File: src/rtl/core/fmbl_pkg.sv
package fmbl_pkg;

  // Default table geometry
  localparam int unsigned DEF_ROWS = 16;
  localparam int unsigned DEF_COLS = 16;

  // Depth of the queue between the front and the back
  localparam int unsigned FIFO_DEPTH = 4;

  // Configuration port
  localparam int unsigned CFG_IDX_W  = 3;
  localparam int unsigned CFG_DATA_W = 16;

  localparam logic [CFG_IDX_W-1:0] CFG_MAP_MIN   = 3'd0;
  localparam logic [CFG_IDX_W-1:0] CFG_MAP_MAX   = 3'd1;
  localparam logic [CFG_IDX_W-1:0] CFG_RPM_MIN   = 3'd2;
  localparam logic [CFG_IDX_W-1:0] CFG_RPM_MAX   = 3'd3;
  localparam logic [CFG_IDX_W-1:0] CFG_OPEN_TIME = 3'd4;
  localparam logic [CFG_IDX_W-1:0] CFG_FUEL_GAIN = 3'd5;

  // Item function codes
  localparam logic FUNC_WRITE  = 1'b0;
  localparam logic FUNC_LOOKUP = 1'b1;

  // Coordinate division: dividend covers a 16 bit span times 63 times 256,
  // quotient covers the last index of a 64 entry axis with 8 fraction bits.
  localparam int unsigned NUM_W   = 30;
  localparam int unsigned CQ_W    = 14;
  localparam int unsigned ENTRY_W = 32;
  localparam int unsigned PULSE_W = 24;
  localparam logic [PULSE_W-1:0] PULSE_MAX = 24'hFFFFFF;

  typedef enum logic [1:0] {
    AX_ZERO,
    AX_TOP,
    AX_DIV
  } axis_e;

  typedef struct packed {
    logic        func;
    logic [15:0] map_reading;
    logic [13:0] rpm_reading;
    logic [9:0]  intake_temp;
    logic        in_starting;
    logic [15:0] startup_gain;
    logic [3:0]  table_row;
    logic [3:0]  table_col;
    logic [31:0] entry_value;
  } in_t;

  typedef struct packed {
    logic [23:0] pulse_time;
    logic        saturated;
    logic        temp_error;
  } out_t;

  typedef struct packed {
    logic [15:0] map_min;
    logic [15:0] map_max;
    logic [13:0] rpm_min;
    logic [13:0] rpm_max;
    logic [15:0] open_time;
    logic [15:0] fuel_gain;
  } cfg_t;

  typedef struct packed {
    in_t              item;
    axis_e            rcode;
    axis_e            ccode;
    logic [NUM_W-1:0] rnum;
    logic [NUM_W-1:0] cnum;
    logic [15:0]      rden;
    logic [15:0]      cden;
  } qitem_t;

  typedef struct packed {
    in_t   item;
    axis_e rcode;
  } rside_t;

  typedef struct packed {
    logic        func;
    logic        tzero;
    logic        starting;
    logic [15:0] sgain;
  } tside_t;

endpackage

File: src/rtl/core/fmbl_front.sv
module fmbl_front #(
  parameter int unsigned TABLE_ROWS = fmbl_pkg::DEF_ROWS,
  parameter int unsigned TABLE_COLS = fmbl_pkg::DEF_COLS
) (
  input  fmbl_pkg::in_t    item_i,
  input  fmbl_pkg::cfg_t   cfg_i,
  output fmbl_pkg::qitem_t qitem_o
);

  function automatic fmbl_pkg::axis_e axis_code(logic [15:0] rd, logic [15:0] lo,
                                                logic [15:0] hi);
    fmbl_pkg::axis_e c;
    if (hi == lo) begin
      c = (rd < lo) ? fmbl_pkg::AX_ZERO : fmbl_pkg::AX_TOP;
    end else if ((rd == lo) || ((rd < lo) != (hi < lo))) begin
      c = fmbl_pkg::AX_ZERO;
    end else begin
      c = fmbl_pkg::AX_DIV;
    end
    return c;
  endfunction

  function automatic logic [15:0] abs_diff(logic [15:0] a, logic [15:0] b);
    return (a < b) ? (b - a) : (a - b);
  endfunction

  logic [15:0] rpm_rd, rpm_lo, rpm_hi;
  logic [15:0] rabs, cabs;

  assign rpm_rd = {2'b00, item_i.rpm_reading};
  assign rpm_lo = {2'b00, cfg_i.rpm_min};
  assign rpm_hi = {2'b00, cfg_i.rpm_max};
  assign rabs   = abs_diff(item_i.map_reading, cfg_i.map_min);
  assign cabs   = abs_diff(rpm_rd, rpm_lo);

  always_comb begin
    qitem_o.item  = item_i;
    qitem_o.rcode = axis_code(item_i.map_reading, cfg_i.map_min, cfg_i.map_max);
    qitem_o.ccode = axis_code(rpm_rd, rpm_lo, rpm_hi);
    // Scale the span onto the axis with 8 fraction bits
    qitem_o.rnum  = (fmbl_pkg::NUM_W'(rabs) * fmbl_pkg::NUM_W'(TABLE_ROWS - 1)) << 8;
    qitem_o.cnum  = (fmbl_pkg::NUM_W'(cabs) * fmbl_pkg::NUM_W'(TABLE_COLS - 1)) << 8;
    qitem_o.rden  = abs_diff(cfg_i.map_max, cfg_i.map_min);
    qitem_o.cden  = abs_diff(rpm_hi, rpm_lo);
  end

endmodule

File: config.mk
export PLATFORM = sky130hd
export DESIGN_NAME = fmbl_front
export DESIGN_NICKNAME = d
export VERILOG_FILES = /design/src/rtl/core/fmbl_pkg.sv /design/src/rtl/core/fmbl_front.sv
export SDC_FILE = /design/constraint.sdc
export NUM_CORES = 1
export LEC_CHECK = 0
export ABC_AREA = 0
export ABC_CLOCK_PERIOD_IN_PS = 5500
export BUFFER_PORTS_ARGS = -buffer_cell sky130_fd_sc_hd__clkbuf_2
export CELL_PAD_IN_SITES_DETAIL_PLACEMENT = 1
export CELL_PAD_IN_SITES_GLOBAL_PLACEMENT = 1
export CORE_MARGIN = 4
export CORE_UTILIZATION = 33
export DETAILED_ROUTE_END_ITERATION = 12
export GPL_TIMING_DRIVEN = 0
export PLACE_DENSITY = 0.82
export SLEW_MARGIN = 25
export SYNTH_ARGS = -nofsm -noshare
export SYNTH_HDL_FRONTEND = slang
export SYNTH_SLANG_ARGS = --single-unit
File: constraint.sdc
create_clock -name vclk -period 5.5
set_clock_uncertainty 0.15 [all_clocks]
set_input_delay 0.275 -clock vclk [all_inputs]
set_output_delay 0.275 -clock vclk [all_outputs]
set_load 0.05 [all_outputs]
# After elaboration in Yosys (flattened, before gate mapping)
# Index checks and enable logic that the tools add are counted.
# totals
reg_bits	0
elab_cells	32
# op_classes
n_eq_ne	6
n_lt_le_gt_ge	4
multipliers	2
addsub	8
n_mux	10
n_reduce_logical	2
# ops
cell	count
$mux 16	4
$sub 16x16->16	4
$sub 14x14->15	4
$mul 16x4->20 const B	2
$eq 16x16->1	2
$lt 16x16->1	2
$eq 14x14->1	2
$lt 14x14->1	2
$mux 2	4
$logic_or 1x1->1	2
$mux 1	2
$ne 1x1->1	2

# Longest topological paths before layout
# depth
word_depth	5
depth_mapped	25

# Worst setup path after synthesis
# OpenSTA, ideal clock, no wires.
# synth_path
path_kind	input to output
start	in item_i[77] (netlist bit)
end	out qitem_o[56] (netlist bit)
t_required_ns	5.075
slack_ns	-0.585
t_arrival_ns	5.660
path_stages	22
path_cell_list	inv_1 ha_1 buf_2 o21ai_0 o21bai_1 a22o_1 a211oi_4 buf_2 mux2i_1 xnor2_1 fa_1 fa_1 inv_1 fa_1 nor2b_1 o31a_1 o211ai_1 a21oi_1 nor3_1 o31ai_1 a21oi_1 xnor2_1
# synth_rtl
element	line	rtl
from (decl)	fmbl_front.sv:5	input fmbl_pkg::in_t item_i,
to (decl)	fmbl_front.sv:7	output fmbl_pkg::qitem_t qitem_o

==> reports/metrics.csv <==
stage,metric,value,unit
yosys,synth.area.top_cells,"ha_1 21%, fa_1 12%, buf_4 9.2%",
hold_path,worstHoldPathType,primary input to output port,
route,detail_route.vias_per_cell,5.33,
outcome,outcome,"complete, but fails checks",
critical_path,max_stage_delay,590,ps
grt,grt_pass1_wl,57500,um
grt,global_route.usage.met1,0.240,
route,drt-wirelength-per-cell,21.0,um
hold_path,worstHoldStart,item_i[59],
floorplanning,start_util,0.337,
grt,grt_usage,0.208,
floorplanning,row_count,62,
cells_and_area,finish.utilization,0.500,
cells_and_area,clockBufferCount,0,
sta,finalMaxSlewViolations,0,
route,detail_route.drc_violations,0,
placed_design,placement.setup.worst_slack,-1030,ps
sta,post-route-period-util,1.11,
sta,hold_violations,0,
grt,first_global_vias,11400,
yosys,synth.avg_cell_area,7.55,um2
hold_path,hold_path_end,qitem_o[155],
sta,fmax,163,MHz
critical_path,cp-start-kind,primary input,
yosys,synth-seq-area-share,0,
placed_design,numPlacedInstances,1955,
floorplanning,die_width,180,um
cells_and_area,final_cell_count_no_fill,2074,
floorplanning,die_y,180,um
sta,final_period_minus_worst_setup_slack,6130,ps
outcome,violated_checks,negative setup slack,
critical_path,critPathCaptureType,output port,
grt,grt_overflow_total,0,
cells_and_area,nNetsFinal,2101,
cells_and_area,multi_input_comb_area,9480,um2
grt,met2_usage,0.401,
critical_path,critical_path_buf_inv_count,6,
sta,rsz0062_at_grt,yes,
critical_path,cp.required,5080,ps
sta,worstMarginPinSlew,628,ps
sta,postLayoutSetupSlackWorst,-626,ps
critical_path,cp.arrival,5700,ps
route,num_vias,11100,
placed_design,detailed_place_hpwl,28100,um
critical_path,critical_path_peak_fanout,8,
floorplanning,die_area,32300,um2
critical_path,worst_path_max_delay_cell,fa_1,
sta,total_negative_setup_slacks,-6650,ps
critical_path,worst_path_most_repeated_cell,inv_1,
yosys,synth_common_cells,"202 x inv_1, 163 x ha_1, 119 x buf_4, 90 x a21oi_1, 59 x o21ai_0",
grt,met3_usage,0.0212,
yosys,netlist.area_leader.share,0.210,
critical_path,critPathTopFamily,compound AO/OA/AOI/OAI gates,
cells_and_area,ff_latch_area,0,um2
cells_and_area,share_of_final_layout_standard_cells_stronger_than_drive_strength_1,0.451,
cells_and_area,synthToLayoutAreaGrowth,48.5,%
placed_design,finalWeightedCongestion,0.924,
cells_and_area,nFlopsAndLatches,0,
hold_path,holdPathStages,2,
sta,finalSetupViolations,23,
job,maxCapViolCount,0,
critical_path,crit_type,primary input to output port,
yosys,synth_area,9720,um2
cells_and_area,fillCellCount,3540,
grt,antenna_found_initial,2,
route,detailedRoute.firstIterationViolations,448,
sta,relSlewSlack,0.579,
floorplanning,pin_count,384,
yosys,synthCells,1288,
yosys,yosys.area.top_type,ha_1,
route,wirelength,43500,um
route,antenna_violating_nets_post_route,0,
yosys,yosys_warnings,0,
floorplanning,placeableCoreArea,28900,um2
route,firstDrtPassIters,5,
grt,largest_net_degree_at_the_start_of_global_routing,11,
grt,globalRoute.busiestLayer,met2,
placed_design,numPortBuffers,264,
yosys,yosysUniqueCellTypes,79,
yosys,synth.most_common_cell,inv_1,
[area by class of cell]
type / count / area share
antenna: 1 / 0.000173
buffer: 147 / 0.0753
inverter: 203 / 0.0540
multi-input combinational: 953 / 0.657
tap: 384 / 0.0333
timing repair buffer: 386 / 0.181
[worst max-delay path by stage]
| stage | startpoint | to | slack, ps | cells past startpoint |
|---|---|---|---|---|
| CTS | item_i[81] | qitem_o[89] | -360 | 25 |
| floorplan | item_i[77] | qitem_o[56] | -120 | 22 |
| global placement | item_i[78] | qitem_o[58] | -940 | 26 |
| finish | item_i[76] | qitem_o[58] | -630 | 25 |
| detailed placement | cfg_i[77] | qitem_o[83] | -1030 | 22 |
| global route | cfg_i[56] | qitem_o[58] | -850 | 26 |
[placed cells by master (no fill, tap or decap), types with 10 or more instances in the layout]
cell type    n
and3_1      10
ha_2        10
clkbuf_2   231
nor2b_1     23
a21oi_2     18
xor2_1      23
nand2_1     52
buf_8       14
buf_6       25
xnor2_2     17
inv_1      182
inv_2       17
clkbuf_1    10
o21bai_1    12
buf_4      228
nor3_1      18
a31oi_1     17
conb_1      20
a21o_1      47
a21oi_1     65
nand3_1     20
o21a_1      11
o21ai_0     46
ha_4        33
o211ai_1    14
fa_1        52
ha_1       120
nor2_1      42
xor2_2      10
mux2i_1     15
xnor2_1     37
buf_2       10
[routing by layer]
metal,part of all wire,routed length [um]
met5,0.00016,7
met3,0.047,2030
met1,0.37,16100
met2,0.53,23100
met4,0.052,2250
[what timing repair did]
| action | CTS | global route |
|---|---|---|
| hold buffers | 0 | 0 |
| setup endpoints to repair | 25 | 23 |
| cloned | 0 | 0 |
| pin swaps | 79 | 107 |
| buffers inserted | 65 | 59 |
| gates resized for setup | 183 | 164 |
[stage by stage]
stage,area [um2],hold slack (ps)
finish,14400,728
global route,14400,731
CTS,13300,730
global placement,12000,729
floorplan,10200,567
detailed placement,12000,730
[logic make-up (layout without fill, tap and decap cells)]
kind of cell,count (synthesis),count (layout),synth area share
buffers and inverters,354,736,0.185
AO/OA/AOI/OAI,328,328,0.222
AND/OR/NAND/NOR,253,253,0.134
adder cells (fa/ha/maj),222,222,0.329
XOR/XNOR,95,95,0.0902
multiplexers,35,35,0.0387
other,1,21,0.000386
Power is left out: the tool's default activity adds up to more than one toggle a clock period on the data nets, which glitch-free logic cannot reach.
