`config.mk`:
```
export PLATFORM = sky130hd
export DESIGN_NAME = fmbl_fifo
export DESIGN_NICKNAME = d
export VERILOG_FILES = /design/src/rtl/core/fmbl_pkg.sv /design/src/rtl/core/fmbl_fifo.sv
export SDC_FILE = /design/constraint.sdc
export NUM_CORES = 1
export LEC_CHECK = 0
export BUFFER_PORTS_ARGS = -buffer_cell sky130_fd_sc_hd__buf_2
export CORE_UTILIZATION = 57
export DETAILED_ROUTE_END_ITERATION = 10
export PLACE_DENSITY = 0.8
export SYNTH_ARGS = -nofsm -noshare
export SYNTH_HDL_FRONTEND = slang
export SYNTH_SLANG_ARGS = --single-unit
```
`constraint.sdc`:
```
create_clock -name clk_i -period 8.2 [get_ports clk_i]
set_input_delay 1.23 -clock clk_i [delete_from_list [all_inputs] [get_ports clk_i]]
set_output_delay 1.23 -clock clk_i [all_outputs]
set_load 0.005 [all_outputs]
```
`src/rtl/core/fmbl_pkg.sv`:
```
package fmbl_pkg;

  // Default table geometry
  localparam int unsigned DEF_ROWS = 16;
  localparam int unsigned DEF_COLS = 16;

  // Depth of the queue between the front and the back
  localparam int unsigned FIFO_DEPTH = 4;

  // Configuration port
  localparam int unsigned CFG_IDX_W  = 3;
  localparam int unsigned CFG_DATA_W = 16;

  localparam logic [CFG_IDX_W-1:0] CFG_MAP_MIN   = 3'd0;
  localparam logic [CFG_IDX_W-1:0] CFG_MAP_MAX   = 3'd1;
  localparam logic [CFG_IDX_W-1:0] CFG_RPM_MIN   = 3'd2;
  localparam logic [CFG_IDX_W-1:0] CFG_RPM_MAX   = 3'd3;
  localparam logic [CFG_IDX_W-1:0] CFG_OPEN_TIME = 3'd4;
  localparam logic [CFG_IDX_W-1:0] CFG_FUEL_GAIN = 3'd5;

  // Item function codes
  localparam logic FUNC_WRITE  = 1'b0;
  localparam logic FUNC_LOOKUP = 1'b1;

  // Coordinate division: dividend covers a 16 bit span times 63 times 256,
  // quotient covers the last index of a 64 entry axis with 8 fraction bits.
  localparam int unsigned NUM_W   = 30;
  localparam int unsigned CQ_W    = 14;
  localparam int unsigned ENTRY_W = 32;
  localparam int unsigned PULSE_W = 24;
  localparam logic [PULSE_W-1:0] PULSE_MAX = 24'hFFFFFF;

  typedef enum logic [1:0] {
    AX_ZERO,
    AX_TOP,
    AX_DIV
  } axis_e;

  typedef struct packed {
    logic        func;
    logic [15:0] map_reading;
    logic [13:0] rpm_reading;
    logic [9:0]  intake_temp;
    logic        in_starting;
    logic [15:0] startup_gain;
    logic [3:0]  table_row;
    logic [3:0]  table_col;
    logic [31:0] entry_value;
  } in_t;

  typedef struct packed {
    logic [23:0] pulse_time;
    logic        saturated;
    logic        temp_error;
  } out_t;

  typedef struct packed {
    logic [15:0] map_min;
    logic [15:0] map_max;
    logic [13:0] rpm_min;
    logic [13:0] rpm_max;
    logic [15:0] open_time;
    logic [15:0] fuel_gain;
  } cfg_t;

  typedef struct packed {
    in_t              item;
    axis_e            rcode;
    axis_e            ccode;
    logic [NUM_W-1:0] rnum;
    logic [NUM_W-1:0] cnum;
    logic [15:0]      rden;
    logic [15:0]      cden;
  } qitem_t;

  typedef struct packed {
    in_t   item;
    axis_e rcode;
  } rside_t;

  typedef struct packed {
    logic        func;
    logic        tzero;
    logic        starting;
    logic [15:0] sgain;
  } tside_t;

endpackage

```
`src/rtl/core/fmbl_fifo.sv`:
```
module fmbl_fifo (
  input  logic            clk_i,
  input  logic            rst_ni,
  input  logic            push_i,
  input  fmbl_pkg::qitem_t data_i,
  output logic            full_o,
  input  logic            pop_i,
  output logic            empty_o,
  output fmbl_pkg::qitem_t data_o
);

  localparam int unsigned AW = $clog2(fmbl_pkg::FIFO_DEPTH);

  fmbl_pkg::qitem_t mem_q [fmbl_pkg::FIFO_DEPTH];
  logic [AW-1:0]    wptr_q, rptr_q;
  logic [AW:0]      cnt_q;
  logic             do_push, do_pop;

  assign full_o  = (cnt_q == (AW+1)'(fmbl_pkg::FIFO_DEPTH));
  assign empty_o = (cnt_q == '0);
  assign do_push = push_i && !full_o;
  assign do_pop  = pop_i && !empty_o;
  assign data_o  = mem_q[rptr_q];

  always_ff @(posedge clk_i or negedge rst_ni) begin
    if (!rst_ni) begin
      wptr_q <= '0;
      rptr_q <= '0;
      cnt_q  <= '0;
    end else begin
      if (do_push) begin
        wptr_q <= wptr_q + AW'(1);
      end
      if (do_pop) begin
        rptr_q <= rptr_q + AW'(1);
      end
      if (do_push && !do_pop) begin
        cnt_q <= cnt_q + (AW+1)'(1);
      end else if (do_pop && !do_push) begin
        cnt_q <= cnt_q - (AW+1)'(1);
      end
    end
  end

  always_ff @(posedge clk_i) begin
    if (do_push) begin
      mem_q[wptr_q] <= data_i;
    end
  end

endmodule

```
== Word-level counts from Yosys, hierarchy flattened ==
Memory sizes are Yosys's and may differ from the RTL's.
Index checks and enable logic that the tools add are counted.
Storage, ports and cells
  register bits after elaboration: 7
  bits in latches: 0
  RAM bits: 776
  ROM bits: 0
  output and inout bits: 196
  word-level logic and storage cells: 23
  memories: 1
Memories
  mem_q: words 4, bits a word 194, rd ports 1, clocked after Yosys merged registers in 0, wr ports 1, RTL line fmbl_fifo.sv:14  | fmbl_pkg::qitem_t mem_q [fmbl_pkg::FIFO_DEPTH];
Operators by class
  $add $sub $neg: 4
  multipliers: 0
  divide/modulo/power cells: 0
  order comparisons: 0
  equal/unequal tests: 1
  shifts and indexed selects: 0
  mux-type cells: 4
  bitwise logic cells: 0
  reduce and logical (&&, ||, !) cells: 10
Operator list (count)
  3-bit two-way mux: 2
  2-bit by 1-bit adder with 2-bit output, second input constant: 2
  1-bit logical AND: 4
  1-bit zero test: 4
  3-bit by 1-bit adder with 3-bit output, second input constant: 1
  3-bit == test, second input constant: 1
  3-bit zero test: 1
  3-bit by 1-bit subtractor with 3-bit output, second input constant: 1
  1-bit two-way mux: 2
  2-bit nonzero test: 1

== Longest topological paths before layout ==
Gate-level depths: netlist (run 1).
  depth after elaboration: 7
  gate-level depth with buffers: 9
  gate-level depth less buffers: 8

== Least setup slack after synthesis (run 1) ==
Ideal clock, no wire load.
  kind: input to register
  start point: input push_i
  end point: memory mem_q[0][0] (netlist name), enable pin
  library setup time: 0.578 ns
  arrival time: 6.023 ns
  path slack: 1.599 ns
  stages on the path: 3
  buffers on the path: 1
  cell sequence: nor2b_1 clkbuf_1 and2_1
On the way
  cells in the longest elaborated chain, start to end: 3
RTL lines
  from (decl): RTL line fmbl_fifo.sv:4  | input logic push_i,
  1-bit logical AND: RTL line fmbl_fifo.sv:21  | assign do_push = push_i && !full_o;
  named net do_push: RTL line fmbl_fifo.sv:17  | logic do_push, do_pop;
  1-bit two-way mux: RTL line fmbl_fifo.sv:46  | if (do_push) begin
  1-bit two-way mux (not written as such): RTL line fmbl_fifo.sv:47  | mem_q[wptr_q] <= data_i;
  to (decl): RTL line fmbl_fifo.sv:14
The timed path passes the listed nets, and every way through them passes these cells.

==> results of run 1 <==
==> metrics by stage <==
step                      area (um^2)  worst slack, ps
after floorplan                 28500             1600
after global placement          31100             4070
after detailed placement        31100             4050
after CTS                       33400             3380
after global routing            33400             3210
final                           33500             3510
==> cell type report <==
type | count | area (um^2)
Antenna cell | 7 | 17.5
Clock buffer | 93 | 2030
Clock inverter | 36 | 283
Fill cell | 2915 | 15700
Inverter | 4 | 15.0
Multi-Input combinational cell | 218 | 4680
Sequential cell | 783 | 23500
Tap cell | 664 | 831
Timing Repair Buffer | 407 | 2110
==> cell families after synthesis <==
| kind of cell | after synthesis | synth area share, % |
|---|---|---|
| DFF | 783 | 82.4 |
| and+or+nand+nor | 10 | 0.202 |
| muxes | 196 | 15.7 |
| adders and majority gates | 6 | 0.290 |
| xor gates and xnor gates | 6 | 0.184 |
| buffers and inverters | 49 | 1.22 |
==> how the worst min path moves through the flow <==
stage                  start         to  slack [ps]  depth (start not counted)
floorplan           cnt_q[2]   cnt_q[2]         450                          1
finish                rst_ni  rptr_q[1]         480                          1
global route          rst_ni  wptr_q[1]         450                          1
global placement    cnt_q[2]   cnt_q[2]         460                          1
detailed placement  cnt_q[2]   cnt_q[2]         470                          1
CTS                   rst_ni  wptr_q[0]         440                          1
==> where the power goes <==
| part | switching [mW] | leakage [nW] | total, mW | internal (mW) |
|---|---|---|---|---|
| clock | 1.39 | 1.14 | 3.27 | 1.88 |
| combinational | 1.60 | 3.09 | 3.12 | 1.52 |
| sequential | 0.311 | 7.19 | 5.61 | 5.29 |
| total | 3.30 | 11.4 | 12.0 | 8.69 |
==> flip-flops by register name, summed over array words and instances, names as in the netlist <==
signal	flops
mem_q	776
wptr_q	2
cnt_q	3
rptr_q	2
==> layer usage <==
metal | GRT usage (%) | vias up | part of all wire (%)
li1 | - | 5468 | -
met3 | 7.99 | 100 | 9.2
met5 | 0 | - | 0.28
met4 | 6.41 | 26 | 2.1
met1 | 28.6 | 6705 | 38
met2 | 35.1 | 510 | 50
==> placed cells by master, fill, tap and decap left out, types with 2 or more instances in the layout <==
cell | Yosys | routed
dfrtp_4 | 0 | 2
mux4_2 | 171 | 171
buf_12 | 0 | 3
buf_2 | 22 | 393
bufinv_16 | 0 | 4
clkbuf_1 | 6 | 14
and2_4 | 0 | 4
inv_1 | 4 | 4
mux2_2 | 2 | 2
buf_4 | 0 | 11
dfrtp_1 | 7 | 5
clkinv_1 | 0 | 11
xor2_1 | 2 | 2
ha_1 | 5 | 5
inv_6 | 0 | 3
diode_2 | 0 | 7
mux4_1 | 23 | 23
clkinv_2 | 0 | 16
edfxtp_1 | 776 | 776
clkinvlp_4 | 0 | 2
xnor2_1 | 4 | 4
clkbuf_16 | 0 | 79
==> impl_metrics.env, run 1 <==
export IMPL_skew_ps=20.6
export IMPL_slew_viol_final=0
export IMPL_crit_type="flip-flop to output pin"
export IMPL_port_buffer_count=393
export IMPL_clk_latency_ps=610
export IMPL_peakVddDrop_uv=291
export IMPL_dieArea_mm2=0.0509
export IMPL_cp_end_kind="output pin"
export IMPL_tightest_slew_ps=1030
export IMPL_synth_area_per_cell_um2=27.1
export IMPL_wl_per_cell_um=25.1
export IMPL_postCtsSetupBuffers=0
export IMPL_cts_buffers=76
export IMPL_yosysSeqAreaShare_pct=82.4
export IMPL_path_depth=3
export IMPL_synth_edf_count=776
export IMPL_drive_above_1_share_pct=44.8
export IMPL_hold_viol_final=0
export IMPL_crit_buf_inv=2
export IMPL_period_needed_ps=4690
export IMPL_rsz0062_at_grt="no"
export IMPL_arrival_ps=3460
export IMPL_core_area_mm2=0.0492
export IMPL_async_flop_share_pct=0.894
export IMPL_p_leak_nw=11.4
export IMPL_hold_class="primary input to asynchronous set/reset pin"
export IMPL_cts_resized=0
export IMPL_path_cells="buf_4, mux4_1, buf_2"
export IMPL_synth_warnings=0
export IMPL_dp_cells=2076
export IMPL_areaGrowthSynthToFinish_pct=17.4
export IMPL_yosysMostFrequentCell="edfxtp_1"
export IMPL_dieHeight_um=226
export IMPL_htree_levels=3
export IMPL_cts_root_buf="clkbuf_16"
export IMPL_worst_ep_required_time_ps=6970
export IMPL_placementRows=81
export IMPL_grt_start_max_net_pins=135
export IMPL_synthDistinctLibCells=21
export IMPL_die_width_um=226
export IMPL_path_clk_slew_ps=60
export IMPL_relSlewSlack_pct=31.5
export IMPL_start_kind="flip-flop"
export IMPL_hold_buffers=0
export IMPL_num_vias=12800
export IMPL_synth_cells=1050
export IMPL_grt_ovfl_total=0
export IMPL_final_core_util_pct=68.1
export IMPL_critPathMaxFanout=49
export IMPL_synthTopCellsByCount="edfxtp_1 (776), mux4_2 (171), mux4_1 (23)"
export IMPL_first_pass_iters=7
export IMPL_cts_tree="built"
export IMPL_critPathSlowestCell="dfrtp_4"
export IMPL_outcome="completed"
export IMPL_drc_errors=0
export IMPL_grt_pass1_wl_mm=80.8
export IMPL_nNetsFinal=1694
export IMPL_ys_ff_latch=783
export IMPL_synth_top_cell_area_share_pct=81.8
export IMPL_setup_viol=0
export IMPL_critPathMaxStageDelay_ps=1060
export IMPL_antenna_found_initial=19
export IMPL_grt_usage_pct=22.0
export IMPL_reg2reg_slack_ps=5000
export IMPL_r2r_end="mem_q[0][37]"
export IMPL_synth_main_ff_cell="edfxtp_1"
export IMPL_dp_hpwl_mm=31.8
export IMPL_max_freq_mhz=213
export IMPL_yosys_area_top_type="edfxtp_1"
export IMPL_ant_nets=0
export IMPL_synthTopCellsByArea="edfxtp_1 (82%), mux4_2 (14%), mux4_1 (2.1%)"
export IMPL_syn_area_mm2=0.0285
export IMPL_syn_nets=1254
export IMPL_total_power_mw=12.0
export IMPL_instances_no_fill=2212
export IMPL_cts_sinks=783
export IMPL_hold_ws_ps=476
export IMPL_wl_mm=55.4
export IMPL_initial_core_util_pct=58.0
export IMPL_tns_ps=0
export IMPL_drt_initial_drc_count=906
export IMPL_critPathCapture="data_o[100]"
export IMPL_routabilityCongestion=0.722
export IMPL_grt_pass1_vias=13300
export IMPL_cp_startpoint="rptr_q[0]"
export IMPL_drv_cap=0
export IMPL_fin_crit_sh_pct=57.2
export IMPL_power_density_mw_per_mm2=359
export IMPL_viasPerCell=5.79
export IMPL_cts_buffer_depth=3
export IMPL_cp_top_family="flip-flops"
export IMPL_io_pins=394
export IMPL_r2r_start="cnt_q[2]"
export IMPL_rr_worst_depth=4
(Power assumes the default switching activity.)
==> inputs of run 2 (changes only) <==
==> constraint.sdc (replaced) <==
create_clock -name clk_i -period 4.9 [get_ports clk_i]
set_input_delay 0.735 -clock clk_i [delete_from_list [all_inputs] [get_ports clk_i]]
set_output_delay 0.735 -clock clk_i [all_outputs]
set_load 0.005 [all_outputs]
==> run 2 against run 1 <==
Net effect:
- global-route usage grew 1.3 points
- sequential power rose by 67%
- clock power rose by 73%
- critical path type unchanged
- register-to-register slack lost 2800 ps
- die area unchanged
- non-clock buffer count increased by 13
==> impl_metrics.env, run 2 (synthesis gave the netlist of run 1 again) <==
export IMPL_initial_core_util_pct=58.0
export IMPL_clk_latency_ps=620
export IMPL_postCtsSetupBuffers=0
export IMPL_top_register="mem_q"
export IMPL_core_area_mm2=0.0492
export IMPL_critPathMaxFanout=57
export IMPL_drv_cap=0
export IMPL_htree_levels=3
export IMPL_skew_ps=16.1
export IMPL_first_pass_iters=5
export IMPL_grt_pass1_wl_mm=84.9
export IMPL_num_vias=13000
export IMPL_path_cells="buf_12, mux4_1, buf_2"
export IMPL_cp_top_family="flip-flops"
export IMPL_io_pins=394
export IMPL_critPathMaxStageDelay_ps=870
export IMPL_arrival_ps=2810
export IMPL_setup_viol=0
export IMPL_cts_root_buf="clkbuf_16"
export IMPL_p_leak_nw=11.6
export IMPL_dieHeight_um=226
export IMPL_period_needed_ps=3540
export IMPL_drive_above_1_share_pct=44.9
export IMPL_cts_buffer_depth=3
export IMPL_final_cell_mix="edfxtp_1 (776), buf_2 (393), mux4_2 (171)"
export IMPL_rsz0062_at_grt="no"
export IMPL_hold_viol_final=0
export IMPL_biggestRegsByFlops="mem_q: 776 flops, cnt_q: 3 flops"
export IMPL_wl_mm=58.0
export IMPL_cts_tree="built"
export IMPL_drc_errors=0
export IMPL_grt_ovfl_total=0
export IMPL_relSlewSlack_pct=34.9
export IMPL_dieArea_mm2=0.0509
export IMPL_outcome="completed"
export IMPL_crit_buf_inv=2
export IMPL_critPathSlowestCell="dfrtp_4"
export IMPL_viasPerCell=5.80
export IMPL_cp_end_kind="output pin"
export IMPL_fin_crit_sh_pct=72.3
export IMPL_worst_ep_required_time_ps=4160
export IMPL_largest_reg_flops=776
export IMPL_grt_start_max_net_pins=69
export IMPL_routabilityCongestion=0.748
export IMPL_cts_buffers=77
export IMPL_max_freq_mhz=282
export IMPL_final_common_cell="edfxtp_1"
export IMPL_cts_resized=0
export IMPL_tns_ps=0
export IMPL_nNetsFinal=1708
export IMPL_ant_nets=0
export IMPL_hold_class="primary input to flip-flop"
export IMPL_path_clk_slew_ps=60
export IMPL_placementRows=81
export IMPL_slew_viol_final=0
export IMPL_grt_usage_pct=23.2
export IMPL_start_kind="flip-flop"
export IMPL_drt_initial_drc_count=998
export IMPL_power_density_mw_per_mm2=606
export IMPL_port_buffer_count=393
export IMPL_total_power_mw=20.5
export IMPL_tightest_slew_ps=976
export IMPL_dp_hpwl_mm=33.3
export IMPL_antenna_found_initial=24
export IMPL_grt_pass1_vias=13600
export IMPL_hold_buffers=1
export IMPL_die_width_um=226
export IMPL_wl_per_cell_um=25.9
export IMPL_peakVddDrop_uv=482
export IMPL_crit_type="flip-flop to output pin"
export IMPL_cts_sinks=783
export IMPL_areaGrowthSynthToFinish_pct=18.6
[run 2: cell types whose count changed in the layout (fill, tap and decap cells not counted), sizes merged]
cell         previous run  this run
buf                   407       419
inv                     7         8
clkinv                 27        33
clkinvlp                2         1
bufinv                  4         5
dlygate4sd3             0         1
diode                   7        12
clkbuf                 93        97
[run 2: report_power, final]
group / internal (mW) / switching, mW
sequential: 8.85 / 0.507
clock: 3.26 / 2.40
combinational: 2.66 / 2.80
[run 2: worst paths after layout]
path / slack (ps) / cells past startpoint / from / end
worst max-delay path: 1360 / 3 / rptr_q[0] / data_o[113]
worst min-delay path: 330 / 1 / data_i[10] / mem_q[2][10]
worst max register to register: 2180 / 4 / cnt_q[2] / mem_q[1][102]
worst min register to register: 490 / 1 / cnt_q[2] / cnt_q[2]
max in group asynchronous: 4210 / 2 / rst_ni / rptr_q[0]
min in group asynchronous: 510 / 2 / rst_ni / rptr_q[1]
[run 2: area by class of cell]
cell class	instances	area, um^2
fill	2918	15400
clock inverter	43	357
antenna	12	30.0
multi-input combinational	218	4680
inverter	4	15.0
tap	664	831
sequential	783	23500
clock buffer	97	2070
timing repair buffer	420	2330
[run 2: metal layers]
| metal | global-route usage, % | part of all wire [%] |
|---|---|---|
| met5 | 0 | 0.30 |
| met3 | 8.65 | 9.4 |
| met4 | 7.20 | 2.5 |
| met2 | 38.1 | 51 |
| met1 | 29.0 | 37 |
[run 2: through the flow]
stage | hold WS, ps | utilization, % | instance area, um^2 | worst slack (ps) | instances
4_1_cts | 297 | 68.7 | 33800 | 1230 | 2229
5_1_grt | 304 | 68.7 | 33800 | 1160 | 2235
3_5_place_dp | 489 | 63.8 | 31300 | 1870 | 2088
3_3_place_gp | 469 | 63.8 | 31300 | 1860 | 2088
6_report | 332 | 68.8 | 33800 | 1360 | 2241
2_1_floorplan | 439 | - | 28500 | 967 | 1050
==> inputs of run 3 (changes only) <==
--- a/config.mk
+++ b/config.mk
@@ -6,9 +6,9 @@
 export NUM_CORES = 1
 export LEC_CHECK = 0
 export BUFFER_PORTS_ARGS = -buffer_cell sky130_fd_sc_hd__buf_2
-export CORE_UTILIZATION = 57
+export CORE_UTILIZATION = 51
 export DETAILED_ROUTE_END_ITERATION = 10
-export PLACE_DENSITY = 0.8
+export PLACE_DENSITY = 0.76
 export SYNTH_ARGS = -nofsm -noshare
 export SYNTH_HDL_FRONTEND = slang
 export SYNTH_SLANG_ARGS = --single-unit
==> constraint.sdc (replaced) <==
create_clock -name clk_i -period 2.9 [get_ports clk_i]
set_input_delay 0.435 -clock clk_i [delete_from_list [all_inputs] [get_ports clk_i]]
set_output_delay 0.435 -clock clk_i [all_outputs]
set_load 0.005 [all_outputs]
==> run 3 against run 2 <==
Net effect:
- non-clock buffer count is 56 higher
- setup slack worse by 1200 ps
- final area increased by 2.6%
- sequential share of layout area down 1.8 points
- worst hold slack worse by 300 ps
- core utilization decreased by 5.9 points
- critical path depth increased by 1
- cell count up 6.1%
==> impl_metrics.env, run 3 (synthesis gave the netlist of run 1 again) <==
export IMPL_grt_ovfl_total=0
export IMPL_fin_crit_sh_pct=95.0
export IMPL_wl_per_cell_um=24.0
export IMPL_viasPerCell=5.51
export IMPL_critPathMaxFanout=31
export IMPL_crit_type="flip-flop to output pin"
export IMPL_power_density_mw_per_mm2=1020
export IMPL_placed_area_mm2=0.0318
export IMPL_cts_buffers=78
export IMPL_skew_ps=17.0
export IMPL_arrival_ps=2320
export IMPL_critPathMaxStageDelay_ps=600
export IMPL_top_register="mem_q"
export IMPL_drv_cap=0
export IMPL_drive_above_1_share_pct=45.6
export IMPL_wl_mm=57.0
export IMPL_cp_end_kind="output pin"
export IMPL_largest_reg_flops=776
export IMPL_grt_usage_pct=19.9
export IMPL_grt_start_max_net_pins=75
export IMPL_htree_levels=3
export IMPL_clk_latency_ps=610
export IMPL_design_area_mm2=0.0347
export IMPL_cts_tree="built"
export IMPL_relSlewSlack_pct=61.5
export IMPL_num_vias=13100
export IMPL_hold_class="primary input to flip-flop"
export IMPL_core_area_mm2=0.0552
export IMPL_tightest_slew_ps=576
export IMPL_die_width_um=238
export IMPL_grt_pass1_vias=13400
export IMPL_initial_core_util_pct=51.6
export IMPL_drc_errors=0
export IMPL_setup_viol=0
export IMPL_nNetsFinal=1765
export IMPL_peakVddDrop_uv=687
export IMPL_start_kind="flip-flop"
export IMPL_worst_ep_required_time_ps=2470
export IMPL_slew_viol_final=0
export IMPL_outcome="completed"
export IMPL_fillers=3669
export IMPL_path_clk_slew_ps=60
export IMPL_drt_initial_drc_count=814
export IMPL_placementRows=86
export IMPL_final_common_cell="edfxtp_1"
export IMPL_first_pass_iters=5
export IMPL_biggestRegsByFlops="mem_q: 776 flops, cnt_q: 3 flops"
export IMPL_grt_pass1_wl_mm=83.0
export IMPL_ant_nets=0
export IMPL_hold_viol_final=0
export IMPL_final_cell_mix="edfxtp_1 (776), buf_2 (393), mux4_2 (174)"
export IMPL_routabilityCongestion=0.756
export IMPL_port_buffer_count=393
export IMPL_final_core_util_pct=62.8
export IMPL_path_cells="buf_4, buf_16, mux4_1, buf_2"
export IMPL_max_freq_mhz=363
export IMPL_cts_sinks=783
export IMPL_dp_hpwl_mm=34.9
export IMPL_antenna_found_initial=18
export IMPL_io_pins=394
export IMPL_cts_root_buf="clkbuf_16"
export IMPL_dieHeight_um=238
export IMPL_p_leak_nw=11.9
export IMPL_areaGrowthSynthToFinish_pct=21.7
export IMPL_dieArea_mm2=0.0568
export IMPL_critPathSlowestCell="mux4_1"
export IMPL_rsz0062_at_grt="no"
export IMPL_period_needed_ps=2750
export IMPL_cts_buffer_depth=3
-- run 3: metal layers --
layer	global-route usage [%]	vias up	routed length (um)
met3	6.04	101	4630
li1	-	5635	-
met4	6.24	24	1150
met5	0	-	141
met2	31.9	467	28200
met1	26.5	6880	23000
-- run 3: final cells by class --
class,count,area [um^2],area share [%]
Tap cell,748,936,2.70
Antenna cell,9,22.5,0.0649
Timing Repair Buffer,476,3040,8.78
Clock buffer,93,2010,5.79
Sequential cell,783,23500,67.7
Inverter,4,15.0,0.0433
Multi-Input combinational cell,218,4670,13.5
Clock inverter,47,508,1.46
-- run 3: worst max-delay path: cells and delay by family (launching register included) --
kind,cells,cell delay [ps]
buf+inv,3,580
mux,1,600
flops,1,490
-- run 3: timing repair --
item | CTS | global route
hold buffers | 27 | 0
cloned | 0 | 2
gates resized for setup | 6 | 1
hold endpoints to repair | 102 | 0
buffers inserted | 0 | 3
setup endpoints to repair | 7 | 58
-- run 3: final timing paths --
kind	slack (ps)	depth (start not counted)	endpoint	from
max in group asynchronous	2500	2	rptr_q[0]	rst_ni
hold / removal	40	1	mem_q[2][112]	data_i[112]
setup / recovery	150	4	data_o[93]	rptr_q[0]
min in group asynchronous	200	2	cnt_q[1]	rst_ni
setup reg to reg	590	4	mem_q[3][180]	cnt_q[2]
hold reg to reg	470	1	cnt_q[2]	cnt_q[2]
-- run 3: power by group --
part / leakage, nW / internal (mW) / total (mW) / switching [mW]
Sequential: 7.19 / 14.9 / 15.5 / 0.555
Combinational: 3.51 / 4.93 / 10.1 / 5.12
Clock: 1.22 / 5.78 / 9.89 / 4.11
Total: 11.9 / 25.6 / 35.4 / 9.79
-- run 3: metrics by stage --
stage	instances	hold slack (ps)	setup TNS [ps]	total power, mW	setup WS [ps]
CTS	2364	0.308	0	35.8	1.96
floorplan	1050	139	-639840	21.5	-825
global placement	2197	291	0	25.5	581
detailed placement	2197	290	0	25.7	530
finish	2378	36.3	0	35.4	146
global route	2373	16.7	0	36.9	58.5
